==> config.mk <==
export PLATFORM = sky130hd
export DESIGN_NAME = gsppm_div
export DESIGN_NICKNAME = d
export VERILOG_FILES = /design/src/rtl/gsppm_pkg.sv /design/src/rtl/gsppm_div.sv
export SDC_FILE = /design/constraint.sdc
export NUM_CORES = 2
export LEC_CHECK = 0
export ABC_AREA = 1
export BUFFER_PORTS_ARGS = -buffer_cell sky130_fd_sc_hd__buf_4
export CORE_UTILIZATION = 45
export CTS_CLUSTER_SIZE = 24
export DETAILED_ROUTE_END_ITERATION = 12
export SYNTH_ARGS = -nofsm -noshare
export SYNTH_HDL_FRONTEND = slang
export SYNTH_SLANG_ARGS = --single-unit
==> constraint.sdc <==
create_clock -name clk -period 4.2 [get_ports clk]
set_clock_uncertainty 0.15 [all_clocks]
set_input_delay 0.42 -clock clk [delete_from_list [all_inputs] [get_ports clk]]
set_output_delay 0.42 -clock clk [all_outputs]
set_load 0.1 [all_outputs]
==> src/rtl/gsppm_pkg.sv <==
// ----------------------------------------------------------------------------
// Gas sensor sample to ppm: shared package
// Types, segment tables and fixed constants for the conversion pipeline.
// ----------------------------------------------------------------------------
package gsppm_pkg;

	localparam int GAS_COUNT = 2;
	localparam int SEG_COUNT = 8;
	localparam int GAS_CO = 0;
	localparam int GAS_LPG = 1;

	localparam int QW = 16;
	localparam int PPM_W = 15;
	localparam int FRAC_BITS = 12;
	localparam int C_W = 19;
	localparam int QS_W = 33;
	localparam int RCP_W = 32;
	localparam int RCP_SHIFT = 31;
	localparam int SEL_W = $clog2(SEG_COUNT);

	localparam logic [QW-1:0] R0_RESET = 16'd4096;
	localparam logic [PPM_W-1:0] PPM_MAX = 15'd20000;
	localparam logic [16:0] QS_SCALE = 17'd100000;

	typedef logic [QW-1:0] ratio_t;
	typedef logic [C_W-1:0] coef_t;
	typedef logic [RCP_W-1:0] rcp_t;
	typedef logic [SEL_W-1:0] sel_t;
	typedef logic [PPM_W-1:0] ppm_t;

	typedef struct packed {
		logic valid;
		logic invalid;
	} ctl_t;

	// Lower bound of each segment as the smallest Q4.12 ratio inside it.
	localparam ratio_t SEG_LO [GAS_COUNT][SEG_COUNT] = '{
		'{16'd13312, 16'd12698, 16'd11879, 16'd11469,
		  16'd11264, 16'd10240, 16'd9831, 16'd9216},
		'{16'd2008, 16'd1639, 16'd1516, 16'd1229,
		  16'd1147, 16'd984, 16'd779, 16'd205}
	};

	// Largest Q4.12 ratio inside the first segment, which is closed.
	localparam ratio_t SEG_TOP [GAS_COUNT] = '{16'd15974, 16'd2867};

	// Segment intercepts in units of 1e-5.
	localparam coef_t SEG_C [GAS_COUNT][SEG_COUNT] = '{
		'{19'd433400, 19'd350000, 19'd390000, 19'd307000,
		  19'd301000, 19'd325000, 19'd265000, 19'd255000},
		'{19'd84000, 19'd64000, 19'd52000, 19'd49200,
		  19'd38000, 19'd36000, 19'd33000, 19'd25000}
	};

	// Reciprocals of the segment slopes, rounded up, scaled by 2^31.
	localparam rcp_t SEG_RCP [GAS_COUNT][SEG_COUNT] = '{
		'{32'((64'd2147483648 + 64'd216) / 64'd217),
		  32'((64'd2147483648 + 64'd49) / 64'd50),
		  32'((64'd2147483648 + 64'd99) / 64'd100),
		  32'((64'd2147483648 + 64'd16) / 64'd17),
		  32'((64'd2147483648 + 64'd12) / 64'd13),
		  32'((64'd2147483648 + 64'd24) / 64'd25),
		  32'((64'd2147483648 + 64'd4) / 64'd5),
		  32'((64'd2147483648 + 64'd2) / 64'd3)},
		'{32'((64'd2147483648 + 64'd69) / 64'd70),
		  32'((64'd2147483648 + 64'd29) / 64'd30),
		  32'((64'd2147483648 + 64'd14) / 64'd15),
		  32'((64'd2147483648 + 64'd11) / 64'd12),
		  32'((64'd2147483648 + 64'd4) / 64'd5),
		  32'((64'd2147483648 + 64'd3) / 64'd4),
		  32'((64'd2147483648 + 64'd2) / 64'd3),
		  32'((64'd2147483648 + 64'd0) / 64'd1)}
	};

endpackage

==> src/rtl/gsppm_div.sv <==
// ----------------------------------------------------------------------------
// Gas sensor sample to ppm: pipelined ratio divider
// Restoring division with one quotient bit per stage and saturation check.
// ----------------------------------------------------------------------------
module gsppm_div import gsppm_pkg::*; #(
	parameter int ADC_BITS = 10
) (
	input  logic                    clk,
	input  logic                    arst_n,
	input  logic                    adv,
	input  ctl_t                    ctl_in,
	input  logic [ADC_BITS+8:0]     numer,
	input  logic [ADC_BITS+15:0]    denom,
	output ctl_t                    ctl_out,
	output ratio_t                  quo
);

	localparam int DW = ADC_BITS + 16;
	localparam int RW = DW + 1;

	logic [RW-1:0] rem_s [QW+1];
	logic [DW-1:0] den_s [QW+1];
	ratio_t        quo_s [QW+1];
	logic          sat_s [QW+1];
	ctl_t          ctl_s [QW+1];

	always_ff @(posedge clk or negedge arst_n) begin
		if (!arst_n) begin
			ctl_s[0] <= '0;
		end else if (adv) begin
			ctl_s[0] <= ctl_in;
		end
	end

	always_ff @(posedge clk) begin
		if (adv) begin
			rem_s[0] <= RW'(numer);
			den_s[0] <= denom;
			sat_s[0] <= RW'(numer) >= RW'(denom);
			quo_s[0] <= '0;
		end
	end

	for (genvar i = 1; i <= QW; i++) begin : g_stage
		logic [RW-1:0] shifted;
		logic          ge;

		assign shifted = {rem_s[i-1][RW-2:0], 1'b0};
		assign ge = shifted >= {1'b0, den_s[i-1]};

		always_ff @(posedge clk or negedge arst_n) begin
			if (!arst_n) begin
				ctl_s[i] <= '0;
			end else if (adv) begin
				ctl_s[i] <= ctl_s[i-1];
			end
		end

		always_ff @(posedge clk) begin
			if (adv) begin
				rem_s[i] <= ge ? shifted - {1'b0, den_s[i-1]} : shifted;
				den_s[i] <= den_s[i-1];
				sat_s[i] <= sat_s[i-1];
				quo_s[i] <= {quo_s[i-1][QW-2:0], ge};
			end
		end
	end

	assign ctl_out = ctl_s[QW];
	assign quo = ctl_s[QW].invalid ? '0 : (sat_s[QW] ? '1 : quo_s[QW]);

endmodule

Word-level counts from Yosys, hierarchy flattened
Memory sizes are Yosys's and may differ from the RTL's.
Cells that the tools add are included.
- memories kept: 4
- register bits after elaboration: 34
- RAM bits: 1190
- word-level logic and storage cells: 91
- ROM bits: 0
- output and inout bits: 18
- latch bits: 0
- input bits: 50
- memory list (name ; depth ; width ; read ports ; clocked after Yosys merged registers in ; wr ports ; RTL line ; RTL):
    rem_s ; 17 ; 27 ; 16 ; 0 ; 17 ; gsppm_div.sv:21 ; logic [RW-1:0] rem_s [QW+1];
    den_s ; 17 ; 26 ; 16 ; 0 ; 17 ; gsppm_div.sv:22 ; logic [DW-1:0] den_s [QW+1];
    quo_s ; 17 ; 16 ; 17 ; 0 ; 17 ; gsppm_div.sv:23 ; ratio_t quo_s [QW+1];
    sat_s ; 17 ; 1 ; 17 ; 0 ; 17 ; gsppm_div.sv:24 ; logic sat_s [QW+1];
- $lt $le $gt $ge: 17
- mux-type cells: 20
- shift operators: 0
- add/subtract/negate cells: 16
- reductions and logical operators: 0
- equal/unequal tests: 0
- divide/modulo/power cells: 0
- bitwise gates (word level): 0
- multiply operators: 0
- operators with widths (operator ; number):
    $ge A27 B26 Y1 ; 16
    $mux W27 ; 16
    $sub A27 B26 Y27 ; 16
    $mux W16 ; 2
    $ge A19 B26 Y1 ; 1
    $mux W1 ; 2

Longest topological paths before layout
An unclocked memory read counts as a cell.
- word-level depth: 3
- depth in mapped cells: 14
- depth with buffers taken out: 14

Least setup slack after synthesis
No wires, ideal clock.
- path type: register -> output
- start point: mem sat_s[16][0] (netlist: sat_s[0][16])
- end point: out quo[10]
- data arrival time: 2.124 ns
- required time: 3.630 ns
- cell stages (with the launch flop): 5
- path slack: 1.506 ns
- path buffers: 2
- cells stage by stage: edfxtp_1 -> clkbuf_1 -> clkbuf_1 -> nor2_1 -> nor2_1
- RTL lines (item ; RTL line ; RTL):
    start, declared ; gsppm_div.sv:24 ;
    end, declared ; gsppm_div.sv:15 ; output ratio_t quo

==> results.md <==
- Status: finished clean
- DRC: 0
- Worst path cell trace: inv_1 > ha_1 > nand2_1 > nor4_1 > nand3_2 > nand3_2 > buf_4 > o21ai_0
- Crit Path Max Fanout: 32
- Final WS setup: 0.992 ns
- Worst-Margin Slew: 0.936 ns
- Pin count of the biggest net entering global routing: 92
- Std cell rows: 141
- Vias/cell: 5.00
- R2r startpoint: den_s[0][262]
- Ys Warns: 0
- Synthesized area per cell: 7.74 sq um
- Max-cap violations: 0
- Antenna cell count: 0
- Global route overflow: 0
- Slew Viols, Final: 0
- DIE WIDTH: 390 um
- Placed Instance Area: about 0.071 sq mm
- Worst Setup End Kind: flip-flop
- DRT Pass-1 Iters: 8
- Synth Cell Area: roughly 0.068 sq mm
- RSZ-0062 raised after global routing: false
- H-tree levels: 3
- Routability cong.: 0.951
- Initial Utilization: between 40 and 50%
- Clk slew on worst S/H paths: around 0.060 ns
- Asr flop ratio synth: 3.36%
- Post-synthesis sequential area ratio: 44.6%
- Pwr Density: 644 mW/mm^2
- Routed WL: 195,000 um
- Hold Startpoint: adv
- Placement Setup Slack: approximately 1.1 ns
- Power Total: 48,200 uW
- Starting DRC count in detailed routing: approximately 4,700
- Top_reg_cell synth: edfxtp_1
- Max Fclk: ~310 MHz
- Worst path required time: 4.47 ns
- Max VDD drop: 396 uV
- Synthesized instance count: 8,749
- WP data arrival: around 3.5 ns
- Setup TNS Final: 0 ns
- IO Pins: 68
- Max clock buf depth: 3
- Final setup viols: 0
- Worst Setup SP: den_s[0][262]
- Die area: around 0.15 sq mm
- CTS Buf Count: 111
- Share of layout cells above drive strength 1: under 10%
- Layout Cell Area excl Fill: 0.0749 sq mm
- Slowest stage delay, CP: 0.42 ns
- Routed Antenna Nets: 0
- Setup Buffers After CTS: 0
- Crit path time final: 3.21 ns
- Slowest cell on the critical path: edfxtp_1
- Routed WL per cell: 17.6 um
- Startpoint Class: flip-flop
- Clk Tree Root Cell: clkbuf_16
- Number of synthesized flops with an enable pin: 978
- Overall Global Routing Usage: between 20% and 30%
- Critical path class: flip-flop to flip-flop
- #FFs+latches synth: 1,012
- Fin Hold WS: 0.144 ns
- Via count: 55,200
- Clk_lat worst skew: 0.73 ns
- Crit share post-route: 76.4%
- DP Wirelength: 157,000 um
- Initial antenna violation count: 2
- CTS resizes: 0
- Die Y: 390 um
- Area growth, synth to finish: 10.6%
- Final-report hold violation count: 0
- Final #Nets: roughly 9,400
- Syn Nets: 9,242
- Leakage dissipation: 0.0382 uW
- First-pass GRT wire length: between 300,000 and 400,000 um
- CTS tree: done
- Clock sink count: 1,012
- Vias in the first global route: 52,200
- Slew headroom: 37.0%
- Port bufs: 67
- Hold WC Path Type: input pin to flip-flop
- Area of the core: 0.149 sq mm
- Yosys cell types: 53
- Most used cell, CP: nand3_2
[logic make-up after synthesis]
family	after synthesis	share of synthesized area (%)
buf+inv	2066	11.9
compound gates	486	3.87
mux	2	0.0333
xor+xnor	201	2.60
simple gates	4539	28.6
fa+ha+maj	443	8.35
flops	1012	44.6
[final timing paths]
kind / endpoint / slack (ns) / depth (start not counted)
worst max-delay path: rem_s[0][303] / 0.99 / 8
worst min-delay path: den_s[0][206] / 0.14 / 1
worst max register to register: rem_s[0][303] / 0.99 / 8
worst min register to register: quo_s[0][183] / 0.25 / 0
max in group asynchronous: ctl_s[32] / 3.14 / 4
min in group asynchronous: ctl_s[8] / 0.58 / 4
[critical path: cells and delay by family (launching register included)]
family / cells / cell delay, ns
buffers and inverters: 2 / 0.42
DFF: 1 / 0.42
and+or+nand+nor: 4 / 1.26
adders and majority gates: 1 / 0.41
AOI/OAI and AO/OA: 1 / 0.23
[state kept, by name, indices dropped and copies added (netlist names)]
signal / flops
den_s: 416
rem_s: 409
quo_s: 136
ctl_s: 32
sat_s: 17
ctl_out: 2
[cell usage in the layout (no fill, tap or decap), types with 39 or more instances in the layout]
cell type / n
nand2_1: 3007
inv_1: 1926
edfxtp_1: 978
nor2_1: 550
ha_1: 428
nand3_1: 407
nand4_1: 266
a21oi_1: 219
o21ai_0: 198
xor2_1: 198
buf_4: 133
clkbuf_16: 112
nand3b_1: 67
nand3_2: 58
dlygate4sd3_1: 49
nor2_2: 39
[power by group]
group          internal (uW)  leakage [uW]  total (uW)  switching [uW]
clock                   5680       0.00177        9930            4250
sequential             14200        0.0100       15900            1680
combinational           7390        0.0265       22400           15000
[per-layer routing]
metal	global-route usage (%)	part of all wire, %	up-vias
met2	40.4	44	1465
met5	0	0.0067	-
met4	5.89	2.3	2
li1	-	-	28000
met3	2.94	5.4	226
met1	37.4	48	25500
[layout make-up]
cell class,instances,area [sq um]
fillers,14600,73700
flip-flops and latches,1012,30200
multi-input cells,5671,29400
inverters,1953,7330
clock buffers,132,2880
well taps,2002,2500
repair buffers,193,1700
clock inverters,71,815
[stage by stage]
step	utilization, %	cells
after floorplan	-	8749
after global placement	47.6	10800
after detailed placement	47.6	10800
after CTS	50.4	11000
after global routing	50.4	11000
final	50.4	11000
[what timing repair did]
item / 4_1_cts / 5_1_grt
endpoints found under the hold margin: 81 / 0
endpoints found under the setup margin: 0 / 0
hold buffers: 50 / 0
[cells in the mapped netlist (12+ instances only)]
library cell / number / area share, %
a21oi_1: 219 / 1.6
a21oi_2: 14 / 0.18
and2_1: 16 / 0.15
buf_2: 32 / 0.24
buf_6: 30 / 0.50
clkbuf_1: 41 / 0.23
dfrtp_1: 34 / 1.3
edfxtp_1: 978 / 43
fa_1: 15 / 0.44
ha_1: 428 / 7.9
inv_1: 1926 / 11
inv_2: 24 / 0.13
nand2_1: 3007 / 17
nand2_2: 25 / 0.23
nand3_1: 407 / 3.0
nand3_2: 58 / 0.86
nand3b_1: 67 / 0.74
nand4_1: 266 / 2.5
nor2_1: 550 / 3.0
nor2_2: 39 / 0.36
nor3_1: 27 / 0.20
nor3_2: 12 / 0.18
nor4_1: 14 / 0.13
o21ai_0: 198 / 1.5
o21ai_2: 16 / 0.21
o21bai_1: 13 / 0.14
or2_1: 17 / 0.16
or2_2: 16 / 0.15
xor2_1: 198 / 2.6
Power figures use the tool's default switching activity.
