**src/rtl/gsppm_pkg.sv**
```systemverilog
// ----------------------------------------------------------------------------
// Gas sensor sample to ppm: shared package
// Types, segment tables and fixed constants for the conversion pipeline.
// ----------------------------------------------------------------------------
package gsppm_pkg;

	localparam int GAS_COUNT = 2;
	localparam int SEG_COUNT = 8;
	localparam int GAS_CO = 0;
	localparam int GAS_LPG = 1;

	localparam int QW = 16;
	localparam int PPM_W = 15;
	localparam int FRAC_BITS = 12;
	localparam int C_W = 19;
	localparam int QS_W = 33;
	localparam int RCP_W = 32;
	localparam int RCP_SHIFT = 31;
	localparam int SEL_W = $clog2(SEG_COUNT);

	localparam logic [QW-1:0] R0_RESET = 16'd4096;
	localparam logic [PPM_W-1:0] PPM_MAX = 15'd20000;
	localparam logic [16:0] QS_SCALE = 17'd100000;

	typedef logic [QW-1:0] ratio_t;
	typedef logic [C_W-1:0] coef_t;
	typedef logic [RCP_W-1:0] rcp_t;
	typedef logic [SEL_W-1:0] sel_t;
	typedef logic [PPM_W-1:0] ppm_t;

	typedef struct packed {
		logic valid;
		logic invalid;
	} ctl_t;

	// Lower bound of each segment as the smallest Q4.12 ratio inside it.
	localparam ratio_t SEG_LO [GAS_COUNT][SEG_COUNT] = '{
		'{16'd13312, 16'd12698, 16'd11879, 16'd11469,
		  16'd11264, 16'd10240, 16'd9831, 16'd9216},
		'{16'd2008, 16'd1639, 16'd1516, 16'd1229,
		  16'd1147, 16'd984, 16'd779, 16'd205}
	};

	// Largest Q4.12 ratio inside the first segment, which is closed.
	localparam ratio_t SEG_TOP [GAS_COUNT] = '{16'd15974, 16'd2867};

	// Segment intercepts in units of 1e-5.
	localparam coef_t SEG_C [GAS_COUNT][SEG_COUNT] = '{
		'{19'd433400, 19'd350000, 19'd390000, 19'd307000,
		  19'd301000, 19'd325000, 19'd265000, 19'd255000},
		'{19'd84000, 19'd64000, 19'd52000, 19'd49200,
		  19'd38000, 19'd36000, 19'd33000, 19'd25000}
	};

	// Reciprocals of the segment slopes, rounded up, scaled by 2^31.
	localparam rcp_t SEG_RCP [GAS_COUNT][SEG_COUNT] = '{
		'{32'((64'd2147483648 + 64'd216) / 64'd217),
		  32'((64'd2147483648 + 64'd49) / 64'd50),
		  32'((64'd2147483648 + 64'd99) / 64'd100),
		  32'((64'd2147483648 + 64'd16) / 64'd17),
		  32'((64'd2147483648 + 64'd12) / 64'd13),
		  32'((64'd2147483648 + 64'd24) / 64'd25),
		  32'((64'd2147483648 + 64'd4) / 64'd5),
		  32'((64'd2147483648 + 64'd2) / 64'd3)},
		'{32'((64'd2147483648 + 64'd69) / 64'd70),
		  32'((64'd2147483648 + 64'd29) / 64'd30),
		  32'((64'd2147483648 + 64'd14) / 64'd15),
		  32'((64'd2147483648 + 64'd11) / 64'd12),
		  32'((64'd2147483648 + 64'd4) / 64'd5),
		  32'((64'd2147483648 + 64'd3) / 64'd4),
		  32'((64'd2147483648 + 64'd2) / 64'd3),
		  32'((64'd2147483648 + 64'd0) / 64'd1)}
	};

endpackage

```
**src/rtl/gsppm_map.sv**
```systemverilog
// ----------------------------------------------------------------------------
// Gas sensor sample to ppm: segment mapping
// Maps the Q4.12 ratio through the piecewise linear tables of both gases.
// ----------------------------------------------------------------------------
module gsppm_map import gsppm_pkg::*; (
	input  logic   clk,
	input  logic   arst_n,
	input  logic   adv,
	input  ctl_t   ctl_in,
	input  ratio_t ratio_in,
	output ctl_t   ctl_out,
	output ratio_t ratio_out,
	output ppm_t   co_out,
	output ppm_t   lpg_out
);

	localparam int PROD_W = C_W + RCP_W;
	localparam int RAW_W = PROD_W - RCP_SHIFT;

	ctl_t                ctl_s1, ctl_s2, ctl_s3, ctl_s4;
	ratio_t              ratio_s1, ratio_s2, ratio_s3, ratio_s4;
	logic [QS_W-1:0]     qs_s1;
	sel_t                sel_s1  [GAS_COUNT];
	logic                hit_s1  [GAS_COUNT];
	coef_t               x_s2    [GAS_COUNT];
	logic                pos_s2  [GAS_COUNT];
	rcp_t                rcp_s2  [GAS_COUNT];
	logic [PROD_W-1:0]   prod_s3 [GAS_COUNT];
	logic                pos_s3  [GAS_COUNT];
	ppm_t                ppm_s4  [GAS_COUNT];

	always_ff @(posedge clk or negedge arst_n) begin
		if (!arst_n) begin
			ctl_s1 <= '0;
			ctl_s2 <= '0;
			ctl_s3 <= '0;
			ctl_s4 <= '0;
		end else if (adv) begin
			ctl_s1 <= ctl_in;
			ctl_s2 <= ctl_s1;
			ctl_s3 <= ctl_s2;
			ctl_s4 <= ctl_s3;
		end
	end

	always_ff @(posedge clk) begin
		if (adv) begin
			ratio_s1 <= ratio_in;
			ratio_s2 <= ratio_s1;
			ratio_s3 <= ratio_s2;
			ratio_s4 <= ratio_s3;
			qs_s1 <= QS_W'(ratio_in) * QS_W'(QS_SCALE);
		end
	end

	for (genvar g = 0; g < GAS_COUNT; g++) begin : g_gas
		sel_t              sel;
		logic [QS_W:0]     diff;
		logic [RAW_W-1:0]  raw;
		ppm_t              ppm;

		// Bounds fall with the segment index, so the lowest index whose
		// lower bound is met names the segment.
		always_comb begin
			sel = sel_t'(SEG_COUNT - 1);
			for (int i = SEG_COUNT - 1; i >= 0; i--) begin
				if (ratio_in >= SEG_LO[g][i]) begin
					sel = sel_t'(i);
				end
			end
		end

		assign diff = (QS_W+1)'({SEG_C[g][sel_s1[g]], FRAC_BITS'(0)}) - {1'b0, qs_s1};
		assign raw = prod_s3[g][PROD_W-1:RCP_SHIFT];

		always_comb begin
			if (!pos_s3[g]) begin
				ppm = '0;
			end else if (raw > RAW_W'(PPM_MAX)) begin
				ppm = PPM_MAX;
			end else begin
				ppm = raw[PPM_W-1:0];
			end
		end

		always_ff @(posedge clk) begin
			if (adv) begin
				sel_s1[g] <= sel;
				hit_s1[g] <= (ratio_in >= SEG_LO[g][SEG_COUNT-1]) && (ratio_in <= SEG_TOP[g]);
				x_s2[g] <= diff[C_W+FRAC_BITS-1:FRAC_BITS];
				pos_s2[g] <= hit_s1[g] && !diff[QS_W] && (diff != '0);
				rcp_s2[g] <= SEG_RCP[g][sel_s1[g]];
				prod_s3[g] <= PROD_W'(x_s2[g]) * PROD_W'(rcp_s2[g]);
				pos_s3[g] <= pos_s2[g];
				ppm_s4[g] <= ppm;
			end
		end
	end

	assign ctl_out = ctl_s4;
	assign ratio_out = ratio_s4;
	assign co_out = ppm_s4[GAS_CO];
	assign lpg_out = ppm_s4[GAS_LPG];

endmodule

```
**config.mk**
```make
export PLATFORM = sky130hd
export DESIGN_NAME = gsppm_map
export DESIGN_NICKNAME = d
export VERILOG_FILES = /design/src/rtl/gsppm_pkg.sv /design/src/rtl/gsppm_map.sv
export SDC_FILE = /design/constraint.sdc
export NUM_CORES = 2
export LEC_CHECK = 0
export BUFFER_PORTS_ARGS = -buffer_cell sky130_fd_sc_hd__buf_2
export CORE_UTILIZATION = 28
export CTS_CLUSTER_SIZE = 12
export DETAILED_ROUTE_END_ITERATION = 10
export PLACE_DENSITY_LB_ADDON = 0.25
export SLEW_MARGIN = 10
export SYNTH_ARGS = -nofsm -noshare
export SYNTH_HDL_FRONTEND = slang
export SYNTH_SLANG_ARGS = --single-unit
```
**constraint.sdc**
```tcl
create_clock -name clk -period 6.3 [get_ports clk]
set_input_delay 1.26 -clock clk [delete_from_list [all_inputs] [get_ports clk]]
set_output_delay 1.26 -clock clk [all_outputs]
set_load 0.05 [all_outputs]
```
## Word-level counts from Yosys, hierarchy flattened

Memories as Yosys holds them, arrays and structs flattened.
Cells that the tools add are included.

| storage, ports and cells | value |
|---|---|
| register bits | 100 |
| latch bits | 0 |
| bits in writable memories | 246 |
| bits in read-only memories | 816 |
| logic and storage cells | 92 |
| memories | 12 |

| cells by class | value |
|---|---|
| add/subtract/negate cells | 2 |
| $mul | 3 |
| div/mod/pow operators | 0 |
| magnitude comparators | 22 |
| equal/unequal tests | 0 |
| shift operators | 0 |
| mux-type cells | 28 |
| bitwise logic cells | 2 |
| reduce and logical (&&, ||, !) cells | 10 |

Memories:

| name | depth | width | read ports | clocked after Yosys merged registers in | write ports | RTL line | RTL |
|---|---|---|---|---|---|---|---|
| (no name shown) | 8 | 32 | 1 | 0 | 0 | gsppm_map.sv:92 | `rcp_s2[g] <= SEG_RCP[g][sel_s1[g]];` |
| (no name shown) | 8 | 32 | 1 | 0 | 0 | gsppm_map.sv:92 |  |
| (no name shown) | 8 | 19 | 1 | 0 | 0 | gsppm_map.sv:73 | `assign diff = (QS_W+1)'({SEG_C[g][sel_s1[g]], FRAC_BITS'(0)}) - {1'b0, qs_s1};` |
| (no name shown) | 8 | 19 | 1 | 0 | 0 | gsppm_map.sv:73 |  |
| prod_s3 | 2 | 51 | 2 | 0 | 2 | gsppm_map.sv:28 | `logic [PROD_W-1:0] prod_s3 [GAS_COUNT];` |
| rcp_s2 | 2 | 32 | 2 | 0 | 2 | gsppm_map.sv:27 | `rcp_t rcp_s2 [GAS_COUNT];` |
| +6 memories | n/a | n/a | n/a | n/a | n/a | n/a |  |

Operators by type and width:

| kind | count |
|---|---|
| $ge 16x14->1 const B | 8 |
| $mux 32 | 4 |
| $mul 19x32->51 | 2 |
| $ge 16x11->1 const B | 5 |
| $mux 19 | 4 |
| $reduce_bool 34->1 | 2 |
| $sub 31x33->34 | 2 |
| $mux 15 | 4 |
| $gt 20x15->1 const B | 2 |
| $mux 3 | 12 |
| $ge 16x10->1 const B | 2 |
| $mul 16x12->28 const B | 1 |
| $ge 16x8->1 const B | 1 |
| $le 16x12->1 const B | 1 |
| $le 16x14->1 const B | 1 |
| $ge 4x4->1 const B | 2 |
| $not 3->4 | 2 |
| $logic_and 1x1->1 | 6 |
| $mux 1 | 4 |
| $logic_not 1->1 | 2 |

## Logic depth before layout (Yosys ltp)

An unclocked memory read counts as a cell.

| logic depth | value |
|---|---|
| depth after elaboration | 9 |
| depth in mapped cells | 26 |
| gate-level depth less buffers | 24 |

## Worst setup path after synthesis

Ideal clock, no wire load.

| timing path | value |
|---|---|
| kind | reg-to-reg |
| start point | mem x_s2[0][20] (netlist bit) |
| end point | mem prod_s3[0][101] (netlist bit), data pin |
| setup time | 0.271 ns |
| arrival time | 6.358 ns |
| required time | 6.029 ns |
| setup slack | -0.329 ns |
| cell stages (with the launch flop) | 24 |
| buffers on the path | 2 |
| cell sequence | edfxtp_1 clkbuf_1 clkbuf_1 and2_1 fa_1 fa_1 fa_1 inv_1 fa_1 inv_1 fa_1 inv_1 fa_1 inv_1 ha_1 a21o_1 a21o_1 a221o_1 a21oi_1 a31oi_1 a21o_1 a211o_1 a221oi_1 xor2_1 |

RTL lines:

| element | RTL line | RTL |
|---|---|---|
| from (decl) | gsppm_map.sv:25 | `coef_t x_s2 [GAS_COUNT];` |
| to (decl) | gsppm_map.sv:28 |  |

==> run metrics <==
Top cell by count, worst path fa_1; Wirelength per Cell around 18 um; endpoints failing hold 0; Hold Path Cell Cnt 0; EDFF count, synth approximately 250; RSZ-0062 raised after global routing true; number of global-route vias before repair 33,600; critical setup path kind reg -> reg; initial drt markers ~1,600; total CTS buffers 30; drt first pass iters 5; Starting Density 0.282; Seq. cell area ~0.0076 mm^2; antenna violations before repair 2; status finished with violations; Worst-Skew Late Latency 0.62 ns; Core Rows between 100 and 150; Placed Cells incl. Taps roughly 7,000; # fillers ~16,000; GP Congestion around 0.9; H-Tree Depth 1; grt total ovfl 0; pin count of the biggest net entering global routing about 110; first-pass GRT wire length between 150,000 and 200,000 um; Mapped Cells 4,480; min Tclk post-route between 6 and 7 ns; vias after detailed routing 31,000; total core area between 0.15 and 0.2 mm^2; Final #Nets 6,391; GR Layer Usage met3 0.0114; PortBufs just under 70; average cell area after synthesis about 9.9 um^2; slowest library cell on the worst path fa_2; # DRC 0; Hold Buf Count CTS 0; clk root buf clkbuf_16; flops & latches, synth 254; area of the multi-input gates ~0.033 mm^2; Hold Crit Start ratio_s3[14]; failing checks negative setup slack; CP cell instances buf_4, and2_1, fa_1, inv_2, fa_1, inv_2, fa_2, fa_1, fa_1, inv_1, fa_1, inv_1, ha_4, nand4_1, nor3_2, buf_4, nand2_1, o41a_1, a31oi_4, a21o_1, a211o_1, a221oi_2, xor2_1; sequential area share after synthesis 0.170; # setup viols final 31; HPWL Detailed around 110,000 um; fin. max-slew vios 0; Critical Path Max Stage Delay about 0.6 ns; WP data arrival 7.06 ns; CP endpoint kind register; Post-synth ARST share 0.0315; Die ar. between 0.15 and 0.2 mm^2; CTS clk-pin slew, worst paths 0.06 ns; R2R Path Start x_s2[0][22]; Startpoint Class register; antenna-violating nets left 0; met1 GRT Util 0.216; post-synth net total 5,838; Worst Hold Path EP ratio_out[14]; Via density between 4 and 5; Setup WS post-layout -0.406 ns; CTS tree done; final non-filler cell total 7,127; all-layer global routing usage 0.158; n_diodes 0; final wirelength between 100,000 and 150,000 um; die width about 400 um; I/O pin cnt around 70; CP required around 6.7 ns; setup slack, reg-to-reg -0.41 ns; final worst-path cycle share 1.06; R2R depth 23; met2 Use GR 0.273; Clock Skew just under 0.02 ns; yosys warns 0; Layout Area Growth over Synthesis 21.3%; HP Class reg -> reg; clk buf depth 3; Slew @ Worst Pin ~1.0 ns; most used routing layer met2; Cell variety after synth 70; layout cells sized above 1 0.187; FMAX between 100 and 150 MHz; clock sinks 254; CP max FO 8; Slew headroom 0.301; top_reg_cell synth edfxtp_1; maxcap violations 0; Syn Std Cell Area around 0.045 mm^2; Die Height about 400 um; worst reg2reg path endpoint prod_s3[0][101]
how the worst max path moves through the flow:
| stage | slack, ns | startpoint | end |
|---|---|---|---|
| detailed placement | -0.81 | rcp_s2[0][23] | prod_s3[0][45] |
| CTS | -0.36 | rcp_s2[0][59] | prod_s3[0][101] |
| floorplan | -0.05 | x_s2[0][20] | prod_s3[0][101] |
| global route | -0.62 | x_s2[0][22] | prod_s3[0][101] |
| global placement | -0.82 | rcp_s2[0][23] | prod_s3[0][45] |
| finish | -0.41 | x_s2[0][22] | prod_s3[0][101] |
what timing repair did:
action	4_1_cts	5_1_grt
pin swaps	160	48
endpoints found under the hold margin	0	0
setup buffers	59	14
gates cloned	8	0
resized for setup	200	85
endpoints found under the setup margin	37	38
layout make-up:
class,count,area share
multi-input cells,2874,0.607
flip-flops and latches,254,0.140
repair buffers,646,0.103
inverters,1227,0.0852
well taps,2072,0.0480
clock buffers,34,0.0142
clock inverters,20,0.00264
synthesized netlist by cell type (all sizes together) (4+ instances only):
cell,n,area [um^2]
o31ai,5,37.5
mux2,8,90.1
edfxtp,246,7390
nor2b,18,113
a21boi,7,52.6
or2,7,43.8
a31o,4,35.0
dfrtp,8,200
xor2,42,368
a21o,37,279
fa,870,17400
nand3,27,140
and2,405,2530
a311oi,4,41.3
o211ai,13,97.6
o21ai,53,265
or4,6,45.0
ha,467,5840
nor2,93,352
o21bai,14,105
a2111oi,5,50.0
nand2b,16,100
nand4,23,150
clkbuf,124,465
and3,18,113
a31oi,14,87.6
nand2,457,1720
or3,6,37.5
o21a,11,82.6
a211oi,5,37.5
a21oi,99,495
nor3,29,150
inv,1227,4610
xnor2,60,526
nor4,4,40.0
cell families after synthesis:
kind of cell / Yosys count / share of synthesized area
mux: 11 / 0.00270
buf+inv: 1352 / 0.114
compound gates: 306 / 0.0449
xor+xnor: 102 / 0.0201
simple gates: 1118 / 0.126
flops: 254 / 0.170
fa+ha+maj: 1337 / 0.522
metal layers:
metal	vias to the layer above	routed length, um
met3	106	3980
met1	15900	56800
met2	465	61100
met4	0	3080
met5	-	0
li1	14600	-
metrics by stage:
step	utilization	hold WS (ns)	area, um^2	setup slack, ns	setup TNS [ns]
3_3_place_gp	0.325	0.401	51400	-0.821	-16.80
4_1_cts	0.339	0.405	53700	-0.356	-6.87
3_5_place_dp	0.325	0.405	51400	-0.810	-17.70
6_report	0.342	0.404	54100	-0.406	-7.52
5_1_grt	0.342	0.423	54100	-0.616	-15.45
2_1_floorplan	-	0.400	44700	-0.0468	-0.0493
cells in the final DEF, fill, tap and decap left out, drive strengths merged, types with 11 or more instances in the layout:
cell,n
a21o,37
a21oi,99
a31oi,14
and2,405
and3,18
buf,644
clkbuf,34
clkinv,16
edfxtp,246
fa,870
ha,467
inv,1229
nand2,457
nand2b,16
nand3,27
nand4,23
nor2,93
nor2b,18
nor3,29
o211ai,13
o21a,11
o21ai,53
o21bai,14
xnor2,60
xor2,42
critical path: cells and delay by family, from the launching register on:
family / cells / cell delay, ns
xor+xnor: 1 / 0.17
simple gates: 4 / 0.54
buf+inv: 6 / 0.58
compound gates: 5 / 1.21
flops: 1 / 0.54
fa+ha+maj: 7 / 3.41
sequential cells by signal, indices dropped and copies added (netlist names):
name / cells
qs_s1: 26
pos_s3: 2
ratio_out: 16
x_s2: 35
ppm_s4: 30
pos_s2: 2
hit_s1: 2
ctl_out: 2
ratio_s1: 16
ctl_s1: 2
ratio_s2: 16
ctl_s3: 2
ratio_s3: 16
prod_s3: 40
rcp_s2: 39
sel_s1: 6
ctl_s2: 2
Power is not shown: default switching activity piles up to over one toggle a cycle in this logic, so the estimate is an artifact.
